--- config.mk ---
export PLATFORM = sky130hd
export DESIGN_NAME = integer_to_ascii_formatter
export DESIGN_NICKNAME = d
export VERILOG_FILES = /design/src/rtl/core/itoa_fmt_pkg.sv /design/src/rtl/core/itoa_fmt_ctrl.sv /design/src/rtl/core/itoa_fmt_dp.sv /design/src/rtl/core/integer_to_ascii_formatter.sv
export SDC_FILE = /design/constraint.sdc
export NUM_CORES = 1
export LEC_CHECK = 0
export ABC_AREA = 1
export BUFFER_PORTS_ARGS = -buffer_cell sky130_fd_sc_hd__buf_2
export CELL_PAD_IN_SITES_DETAIL_PLACEMENT = 1
export CELL_PAD_IN_SITES_GLOBAL_PLACEMENT = 1
export CORE_MARGIN = 2
export CORE_UTILIZATION = 35
export DETAILED_ROUTE_END_ITERATION = 10
export GPL_TIMING_DRIVEN = 0
export PLACE_DENSITY = 0.76
export SLEW_MARGIN = 30
export SYNTH_ARGS = -nofsm -noshare
export SYNTH_HDL_FRONTEND = slang
export SYNTH_SLANG_ARGS = --single-unit
--- constraint.sdc ---
create_clock -name i_clk -period 5.7 [get_ports i_clk]
set_input_delay 0 -clock i_clk [delete_from_list [all_inputs] [get_ports i_clk]]
set_output_delay 0 -clock i_clk [all_outputs]
set_load 0.03 [all_outputs]
--- src/rtl/core/itoa_fmt_pkg.sv ---
// shared types, format kind codes and character tables for the integer to ascii formatter
// used by itoa_fmt_ctrl, itoa_fmt_dp and the top level; depends on nothing

package itoa_fmt_pkg;

    localparam int          HEX_BITS = 64;
    localparam logic [63:0] HEX_MASK = {64{1'b1}} >> (64 - HEX_BITS);

    localparam int DEC_DIGITS = 10;
    localparam int BCD_W      = 4 * DEC_DIGITS;
    localparam int NIBBLES    = 16;

    // format kinds as carried in tuser
    localparam logic [2:0] KIND_SDEC = 3'd0;
    localparam logic [2:0] KIND_UDEC = 3'd1;
    localparam logic [2:0] KIND_HEXL = 3'd2;
    localparam logic [2:0] KIND_HEXU = 3'd3;
    localparam logic [2:0] KIND_PTR  = 3'd4;

    typedef enum logic [3:0] {
        ST_IDLE  = 4'b0001,
        ST_CONV  = 4'b0010,
        ST_COUNT = 4'b0100,
        ST_EMIT  = 4'b1000
    } t_state;

    typedef struct packed {
        logic load;
        logic conv_step;
        logic count;
        logic emit;
    } t_dp_cmd;

    typedef struct packed {
        logic kind_ok;
        logic kind_dec;
        logic conv_done;
        logic emit_done;
    } t_dp_sts;

    function automatic logic [7:0] digit_char(input logic [3:0] nib, input logic upper);
        logic [7:0] c;
        begin
            if (nib < 4'd10) begin
                c = 8'h30 + {4'd0, nib};
            end else if (upper) begin
                c = 8'h41 + {4'd0, nib} - 8'd10;
            end else begin
                c = 8'h61 + {4'd0, nib} - 8'd10;
            end
            return c;
        end
    endfunction

    function automatic logic [7:0] prefix_char(input logic [2:0] kind, input logic nil,
                                               input logic [2:0] idx);
        logic [7:0] c;
        begin
            c = 8'h2d;  // '-'
            if (kind == KIND_PTR) begin
                if (nil) begin
                    case (idx)
                        3'd0:    c = 8'h28;  // '('
                        3'd1:    c = 8'h6e;  // 'n'
                        3'd2:    c = 8'h69;  // 'i'
                        3'd3:    c = 8'h6c;  // 'l'
                        default: c = 8'h29;  // ')'
                    endcase
                end else if (idx == 3'd0) begin
                    c = 8'h30;
                end else begin
                    c = 8'h78;  // 'x'
                end
            end
            return c;
        end
    endfunction

endpackage

--- src/rtl/core/itoa_fmt_ctrl.sv ---
// controller state machine of the integer to ascii formatter
// depends on itoa_fmt_pkg; drives the datapath through t_dp_cmd and reads t_dp_sts

module itoa_fmt_ctrl
    import itoa_fmt_pkg::*;
(
    input  logic    i_clk,
    input  logic    i_rst_n,
    input  logic    i_s_tvalid,
    output logic    o_s_tready,
    input  t_dp_sts i_sts,
    output t_dp_cmd o_cmd
);

    t_state r_state;
    t_state n_state;
    logic   accept;

    assign o_s_tready = (r_state == ST_IDLE);
    assign accept     = i_s_tvalid && o_s_tready;

    always_comb begin
        o_cmd           = '0;
        o_cmd.load      = accept;
        o_cmd.conv_step = (r_state == ST_CONV);
        o_cmd.count     = (r_state == ST_COUNT);
        o_cmd.emit      = (r_state == ST_EMIT);
    end

    always_comb begin
        n_state = r_state;
        case (r_state)
            ST_IDLE: begin
                // unused kinds are dropped here
                if (accept && i_sts.kind_ok) begin
                    n_state = i_sts.kind_dec ? ST_CONV : ST_COUNT;
                end
            end
            ST_CONV: begin
                if (i_sts.conv_done) begin
                    n_state = ST_COUNT;
                end
            end
            ST_COUNT: begin
                n_state = ST_EMIT;
            end
            ST_EMIT: begin
                if (i_sts.emit_done) begin
                    n_state = ST_IDLE;
                end
            end
            default: begin
                n_state = ST_IDLE;
            end
        endcase
    end

    always_ff @(posedge i_clk) begin
        if (!i_rst_n) begin
            r_state <= ST_IDLE;
        end else begin
            r_state <= n_state;
        end
    end

endmodule

--- src/rtl/core/itoa_fmt_dp.sv ---
// datapath of the integer to ascii formatter: binary to bcd, digit count, character output
// depends on itoa_fmt_pkg; controlled by itoa_fmt_ctrl

module itoa_fmt_dp
    import itoa_fmt_pkg::*;
(
    input  logic        i_clk,
    input  logic        i_rst_n,
    input  logic [63:0] i_value,
    input  logic [2:0]  i_req_type,
    input  t_dp_cmd     i_cmd,
    output t_dp_sts     o_sts,
    output logic        o_m_tvalid,
    input  logic        i_m_tready,
    output logic [7:0]  o_out_char,
    output logic        o_last,
    output logic [4:0]  o_total_length
);

    logic [2:0]  r_kind;
    logic [63:0] r_digits;
    logic [31:0] r_bin;
    logic [2:0]  r_step;
    logic        r_neg;
    logic        r_nil;
    logic [2:0]  r_pre;
    logic [4:0]  r_total;
    logic [4:0]  r_idx;

    logic        r_m_valid;
    logic [7:0]  r_m_char;
    logic        r_m_last;
    logic [4:0]  r_m_len;

    logic        in_neg;
    logic [31:0] in_mag;
    logic [BCD_W-1:0] n_bcd;
    logic [31:0] n_bin;
    logic [3:0]  hi_nib;
    logic        any_nz;
    logic [4:0]  ndig;
    logic [2:0]  pre;
    logic        nil;
    logic        fire;
    logic        is_last;
    logic [3:0]  dig_sel;
    logic [3:0]  nib;
    logic [7:0]  chr;

    assign in_neg = (i_req_type == KIND_SDEC) && i_value[31];
    assign in_mag = in_neg ? (32'd0 - i_value[31:0]) : i_value[31:0];

    // four double-dabble bit steps per cycle
    always_comb begin
        logic [BCD_W-1:0] b;
        logic [31:0]      s;
        b = r_digits[BCD_W-1:0];
        s = r_bin;
        for (int k = 0; k < 4; k++) begin
            for (int d = 0; d < DEC_DIGITS; d++) begin
                if (b[4*d +: 4] >= 4'd5) begin
                    b[4*d +: 4] = b[4*d +: 4] + 4'd3;
                end
            end
            b = {b[BCD_W-2:0], s[31]};
            s = {s[30:0], 1'b0};
        end
        n_bcd = b;
        n_bin = s;
    end

    // highest nonzero digit
    always_comb begin
        hi_nib = '0;
        any_nz = 1'b0;
        for (int i = 0; i < NIBBLES; i++) begin
            if (r_digits[4*i +: 4] != 4'd0) begin
                hi_nib = 4'(i);
                any_nz = 1'b1;
            end
        end
        ndig = any_nz ? ({1'b0, hi_nib} + 5'd1) : 5'd1;
        nil  = (r_kind == KIND_PTR) && !any_nz;
        pre  = 3'd0;
        if (r_kind == KIND_SDEC && r_neg) begin
            pre = 3'd1;
        end else if (r_kind == KIND_PTR) begin
            pre = nil ? 3'd5 : 3'd2;
        end
    end

    assign fire    = i_cmd.emit && (!r_m_valid || i_m_tready);
    assign is_last = (r_idx == r_total - 5'd1);
    assign dig_sel = 4'(r_total - 5'd1 - r_idx);
    assign nib     = r_digits[{dig_sel, 2'b00} +: 4];
    assign chr     = ({2'b00, r_pre} > r_idx) ? prefix_char(r_kind, r_nil, r_idx[2:0])
                                              : digit_char(nib, r_kind == KIND_HEXU);

    always_comb begin
        o_sts           = '0;
        o_sts.kind_ok   = (i_req_type <= KIND_PTR);
        o_sts.kind_dec  = (i_req_type == KIND_SDEC) || (i_req_type == KIND_UDEC);
        o_sts.conv_done = i_cmd.conv_step && (r_step == 3'd7);
        o_sts.emit_done = fire && is_last;
    end

    always_ff @(posedge i_clk) begin
        if (i_cmd.load) begin
            r_kind <= i_req_type;
            r_neg  <= in_neg;
            r_bin  <= in_mag;
            r_step <= '0;
            if (o_sts.kind_dec) begin
                r_digits <= '0;
            end else begin
                r_digits <= i_value & HEX_MASK;
            end
        end else if (i_cmd.conv_step) begin
            r_digits <= {{(64 - BCD_W){1'b0}}, n_bcd};
            r_bin    <= n_bin;
            r_step   <= r_step + 3'd1;
        end
        if (i_cmd.count) begin
            r_nil   <= nil;
            r_pre   <= pre;
            r_total <= nil ? 5'd5 : ({2'b00, pre} + ndig);
            r_idx   <= '0;
        end else if (fire) begin
            r_idx <= r_idx + 5'd1;
        end
        if (fire) begin
            r_m_char <= chr;
            r_m_last <= is_last;
            r_m_len  <= r_total;
        end
    end

    always_ff @(posedge i_clk) begin
        if (!i_rst_n) begin
            r_m_valid <= 1'b0;
        end else if (fire) begin
            r_m_valid <= 1'b1;
        end else if (i_m_tready) begin
            r_m_valid <= 1'b0;
        end
    end

    assign o_m_tvalid     = r_m_valid;
    assign o_out_char     = r_m_char;
    assign o_last         = r_m_last;
    assign o_total_length = r_m_len;

endmodule

--- src/rtl/core/integer_to_ascii_formatter.sv ---
// top level of the integer to ascii formatter
// depends on itoa_fmt_pkg, itoa_fmt_ctrl and itoa_fmt_dp

// Converts one 64-bit value per input beat into ASCII text, one output beat per
// character, most significant first, tlast on the final character. tuser selects the
// format: 0 signed 32-bit decimal, 1 unsigned 32-bit decimal, 2 hex lower case,
// 3 hex upper case, 4 pointer ("0x" and lower-case hex, "(nil)" for zero); codes 5 to 7
// give no output. Every output beat carries the total character count. One value is
// worked on at a time: after the input beat, decimal kinds pass through the binary to
// bcd unit (4 bits per cycle) and all kinds then pass through the digit count state;
// characters then leave at one per cycle while the sink does not stall. The next
// input beat is taken while the last character still waits in the output register.

module integer_to_ascii_formatter
    import itoa_fmt_pkg::*;
(
    input  logic        i_clk,
    input  logic        i_rst_n,
    input  logic        i_s_tvalid,
    output logic        o_s_tready,
    input  logic [63:0] i_s_tdata,   // [63:0] value
    input  logic [2:0]  i_s_tuser,   // [2:0] req_type
    output logic        o_m_tvalid,
    input  logic        i_m_tready,
    output logic [15:0] o_m_tdata,   // [7:0] out_char, [12:8] total_length, [15:13] zero
    output logic        o_m_tlast
);

    t_dp_cmd    cmd;
    t_dp_sts    sts;
    logic [7:0] out_char;
    logic [4:0] total_length;

    itoa_fmt_ctrl u_ctrl (
        .i_clk      (i_clk),
        .i_rst_n    (i_rst_n),
        .i_s_tvalid (i_s_tvalid),
        .o_s_tready (o_s_tready),
        .i_sts      (sts),
        .o_cmd      (cmd)
    );

    itoa_fmt_dp u_dp (
        .i_clk          (i_clk),
        .i_rst_n        (i_rst_n),
        .i_value        (i_s_tdata),
        .i_req_type     (i_s_tuser),
        .i_cmd          (cmd),
        .o_sts          (sts),
        .o_m_tvalid     (o_m_tvalid),
        .i_m_tready     (i_m_tready),
        .o_out_char     (out_char),
        .o_last         (o_m_tlast),
        .o_total_length (total_length)
    );

    assign o_m_tdata = {3'b000, total_length, out_char};

endmodule
==> metrics.txt <==
# TYPE chip_impl_metric gauge
chip_impl_metric{name="clk-insertion-delay-late",unit="ns"} 0.44
chip_impl_info{name="hold_class",value="in2reg"} 1
chip_impl_info{name="cts_tree",value="done"} 1
chip_impl_info{name="timing_worst_setup_path_type",value="reg2reg"} 1
chip_impl_metric{name="r2r_cells",unit=""} 23
chip_impl_metric{name="synth_cells",unit=""} 1649
chip_impl_metric{name="flip_flop_and_latch_area",unit="µm²"} 3920
chip_impl_metric{name="numClockSinks",unit=""} 135
chip_impl_metric{name="cts_buffers",unit=""} 17
chip_impl_metric{name="count_of_flip_flops_with_a_built_in_enable_after_synthesis",unit=""} 122
chip_impl_metric{name="grt_overflow",unit=""} 0
chip_impl_metric{name="first_global_vias",unit=""} 12100
chip_impl_metric{name="track_usage",unit=""} 0.215
chip_impl_info{name="root_buffer",value="sky130_fd_sc_hd__clkbuf_16"} 1
chip_impl_info{name="outcome",value="completed"} 1
chip_impl_metric{name="synth.lib_cells_used.distinct",unit=""} 61
chip_impl_info{name="worst_r2r_startpoint",value="u_dp.r_digits[0]"} 1
chip_impl_metric{name="postSynthAreaPerCell",unit="µm²"} 7.35
chip_impl_info{name="hold_path_end",value="u_dp.r_digits[15]"} 1
chip_impl_metric{name="hold_depth",unit=""} 3
chip_impl_metric{name="report.final.hold_viol_count",unit=""} 0
chip_impl_metric{name="clkTransAtPathRegs",unit="ns"} 0.06
chip_impl_metric{name="synth_seq_area_share",unit=""} 0.324
chip_impl_metric{name="pin_count_of_the_biggest_net_entering_global_routing",unit=""} 40
chip_impl_metric{name="cts_resizes",unit=""} 0
chip_impl_metric{name="finalCritPeriodShare",unit=""} 0.770
chip_impl_metric{name="critPathMaxFanout",unit=""} 5
chip_impl_metric{name="post_route_cells_drive_above_1_share",unit=""} 0.125
chip_impl_metric{name="worst_ep_arrival_time",unit="ns"} 4.54
chip_impl_info{name="r2r-end",value="u_dp.r_digits[1]"} 1
chip_impl_metric{name="area_of_the_multi_input_gates",unit="µm²"} 7080
chip_impl_metric{name="cts_hold_buf",unit=""} 62
chip_impl_metric{name="gp_congestion",unit=""} 0.892
chip_impl_metric{name="synthesis.area",unit="µm²"} 12100
chip_impl_metric{name="final-max-slew-violation-count",unit=""} 0
chip_impl_metric{name="number_of_antenna_violations_at_the_first_check_in_global_routing",unit=""} 0
chip_impl_metric{name="htreeDepth",unit=""} 4
chip_impl_metric{name="coreArea",unit="µm²"} 34300
chip_impl_metric{name="postRouteWirelength",unit="µm"} 38300
chip_impl_metric{name="fin_nets",unit=""} 2002
chip_impl_info{name="end_kind",value="register"} 1
chip_impl_metric{name="final.fill_count",unit=""} 4336
chip_impl_info{name="timing.critical_path.from_type",value="register"} 1
chip_impl_metric{name="async_flop_share",unit=""} 0
chip_impl_metric{name="dr.first_iter.drc_count",unit=""} 523
chip_impl_metric{name="fin_worst_skew",unit="ns"} 0.0107
chip_impl_metric{name="dr.pass1.iters",unit=""} 5
chip_impl_metric{name="effective_utilization_at_floorplan",unit=""} 0.353
chip_impl_metric{name="timing.final.setup_violations",unit=""} 0
chip_impl_info{name="rsz0062_at_grt",value="no"} 1
chip_impl_metric{name="drv_cap",unit=""} 0
chip_impl_metric{name="period_needed",unit="ns"} 4.39
chip_impl_metric{name="ys_seq_elements",unit=""} 135
chip_impl_metric{name="routed_via_density",unit=""} 5.08
chip_impl_info{name="synth_flop_type",value="sky130_fd_sc_hd__edfxtp_1"} 1
chip_impl_metric{name="design.die.area",unit="µm²"} 36100
chip_impl_metric{name="totalNegativeSetupSlack",unit="ns"} 0
chip_impl_metric{name="worst-slew-pin-transition",unit="ns"} 1.06
chip_impl_metric{name="ioPinCount",unit=""} 90
chip_impl_metric{name="floorplan.die.width",unit="µm"} 190
chip_impl_metric{name="syn2layout_area_growth",unit="%"} 18.5
chip_impl_metric{name="number_of_buffers_added_on_ports",unit=""} 85
chip_impl_metric{name="std_cell_rows",unit=""} 68
chip_impl_metric{name="grt_first_pass_wirelength",unit="µm"} 61400
chip_impl_metric{name="drt_drc_violations_left",unit=""} 0
chip_impl_metric{name="die_height",unit="µm"} 190
chip_impl_metric{name="cts_buffer_depth",unit=""} 2
chip_impl_metric{name="critical_path_required",unit="ns"} 5.85
chip_impl_info{name="hold_path_startpoint",value="i_s_tdata[15]"} 1
chip_impl_metric{name="timing.reg2reg.setup_slack",unit="ns"} 1.31
chip_impl_metric{name="detailroute.via_count",unit=""} 11600
chip_impl_metric{name="wire_per_inst",unit="µm"} 16.7
chip_impl_metric{name="cts_setup_buffers",unit=""} 0
chip_impl_metric{name="dp.final_hpwl",unit="µm"} 29800
chip_impl_metric{name="detail-route-antenna-nets",unit=""} 0
chip_impl_metric{name="f_max",unit="MHz"} 228
chip_impl_metric{name="n_antenna_cell",unit=""} 0
chip_impl_metric{name="synth_warnings",unit=""} 0
chip_impl_metric{name="max_slew_margin",unit=""} 0.291
[worst max-delay path by stage]
stage / from / to / cells past startpoint
global route: u_dp.r_digits[28] / u_dp.r_digits[29] / 22
floorplan: u_ctrl.r_state[3] / u_dp.r_bin[0] / 9
detailed placement: u_dp.r_digits[28] / u_dp.r_digits[36] / 23
finish: u_dp.r_digits[0] / u_dp.r_digits[1] / 23
global placement: u_ctrl.r_state[2] / u_dp.r_bin[7] / 9
CTS: u_dp.r_digits[0] / u_dp.r_digits[1] / 23
[cells by family after synthesis]
kind of cell	count (synthesis)	share of synthesized area
buffers and inverters	292	0.0930
AND/OR/NAND/NOR	761	0.274
adder cells (fa/ha/maj)	111	0.116
AO/OA/AOI/OAI	283	0.139
other	1	0.000310
flip-flops	135	0.324
XOR/XNOR	66	0.0533
[area by class of cell]
type / count / share of cell area
Clock inverter: 13 / 0.00915
Sequential cell: 135 / 0.273
Tap cell: 455 / 0.0397
Clock buffer: 19 / 0.0302
Inverter: 260 / 0.0680
Buffer: 32 / 0.0106
Multi-Input combinational cell: 1225 / 0.493
Timing Repair Buffer: 149 / 0.0757
[through the flow]
stage | instance area [µm²] | instances | hold slack [ns] | util | setup slack, ns
detailed placement | 13200 | 2194 | 0.232 | 0.384 | 1.36
global route | 14400 | 2288 | 0.0207 | 0.419 | 0.870
global placement | 13100 | 2192 | 0.234 | 0.383 | 0.201
CTS | 14400 | 2288 | 0.0000284 | 0.419 | 1.32
finish | 14400 | 2288 | 0.00496 | 0.419 | 1.31
floorplan | 12100 | 1652 | 0.0989 | - | 1.62
[Yosys cell counts, types with 7 or more instances]
cell,number,area share
sky130_fd_sc_hd__xor2_1,48,0.035
sky130_fd_sc_hd__o22ai_1,7,0.0036
sky130_fd_sc_hd__clkbuf_1,19,0.0059
sky130_fd_sc_hd__xor2_2,9,0.012
sky130_fd_sc_hd__buf_2,7,0.0029
sky130_fd_sc_hd__inv_2,10,0.0031
sky130_fd_sc_hd__nor4_1,11,0.0057
sky130_fd_sc_hd__nand3b_1,10,0.0062
sky130_fd_sc_hd__dfxtp_1,13,0.021
sky130_fd_sc_hd__inv_1,248,0.077
sky130_fd_sc_hd__o21ai_1,23,0.0095
sky130_fd_sc_hd__xnor2_1,9,0.0065
sky130_fd_sc_hd__nand3_1,106,0.044
sky130_fd_sc_hd__or2_2,7,0.0036
sky130_fd_sc_hd__a21oi_1,59,0.024
sky130_fd_sc_hd__o21ai_2,28,0.020
sky130_fd_sc_hd__edfxtp_1,122,0.30
sky130_fd_sc_hd__nor3_1,11,0.0045
sky130_fd_sc_hd__o211ai_1,7,0.0043
sky130_fd_sc_hd__ha_1,109,0.11
sky130_fd_sc_hd__nor2_1,173,0.054
sky130_fd_sc_hd__a31oi_1,7,0.0036
sky130_fd_sc_hd__nand4_1,12,0.0062
sky130_fd_sc_hd__nand2_2,20,0.010
sky130_fd_sc_hd__o21ai_0,124,0.051
sky130_fd_sc_hd__nand2_1,379,0.12
[cells in the final DEF (no fill, tap or decap), drive strengths merged, types with 10 or more instances in the layout]
cell,instances
a21oi,64
or2,13
nand2,401
clkbuf,38
nor4,12
nor2,174
ha,109
nand3b,10
dfxtp,13
nor3,14
o21ai,175
buf,100
dlygate4sd3,62
inv,259
nand4,12
xor2,57
o211ai,10
nand3,112
edfxtp,122
[sequential cells by signal (all words and copies together), names as in the netlist]
register,cells
u_dp.r_digits,64
u_dp.r_bin,32
u_dp.o_out_char,7
u_dp.o_total_length,5
u_dp.r_idx,5
u_dp.r_total,5
u_ctrl.r_state,4
u_dp.r_kind,3
u_dp.r_pre,3
u_dp.r_step,3
u_dp.o_last,1
u_dp.o_m_tvalid,1
u_dp.r_neg,1
u_dp.r_nil,1
[worst max-delay path: stages (launching register included)]
cell and delay, ns:
sky130_fd_sc_hd__edfxtp_1 0.50, sky130_fd_sc_hd__inv_1 0.12, sky130_fd_sc_hd__ha_1 0.19, sky130_fd_sc_hd__nand3_1 0.08, sky130_fd_sc_hd__nand2_1 0.12, sky130_fd_sc_hd__xor2_1 0.32
sky130_fd_sc_hd__ha_1 0.26, sky130_fd_sc_hd__inv_1 0.07, sky130_fd_sc_hd__o21ai_2 0.18, sky130_fd_sc_hd__nand2_2 0.09, sky130_fd_sc_hd__xor2_1 0.36, sky130_fd_sc_hd__ha_1 0.27
sky130_fd_sc_hd__inv_1 0.07, sky130_fd_sc_hd__or2_2 0.28, sky130_fd_sc_hd__nand2_2 0.10, sky130_fd_sc_hd__nand3_1 0.10, sky130_fd_sc_hd__and2_1 0.22, sky130_fd_sc_hd__ha_1 0.22
sky130_fd_sc_hd__nand2_1 0.09, sky130_fd_sc_hd__nand3_2 0.11, sky130_fd_sc_hd__nand2_1 0.11, sky130_fd_sc_hd__nand2_1 0.06, sky130_fd_sc_hd__nand3_1 0.06, sky130_fd_sc_hd__o21ai_0 0.12
[layer usage]
metal / GRT usage / vias to the layer above / wire length, µm
li1: - / 5742 / -
met1: 0.258 / 5623 / 16700
met2: 0.402 / 210 / 19600
met3: 0.0277 / 44 / 1280
met4: 0.0566 / 0 / 640
met5: 0 / - / 0
Power is left out: the tool's default activity adds up to more than one toggle a clock period on the data nets, which glitch-free logic cannot reach.
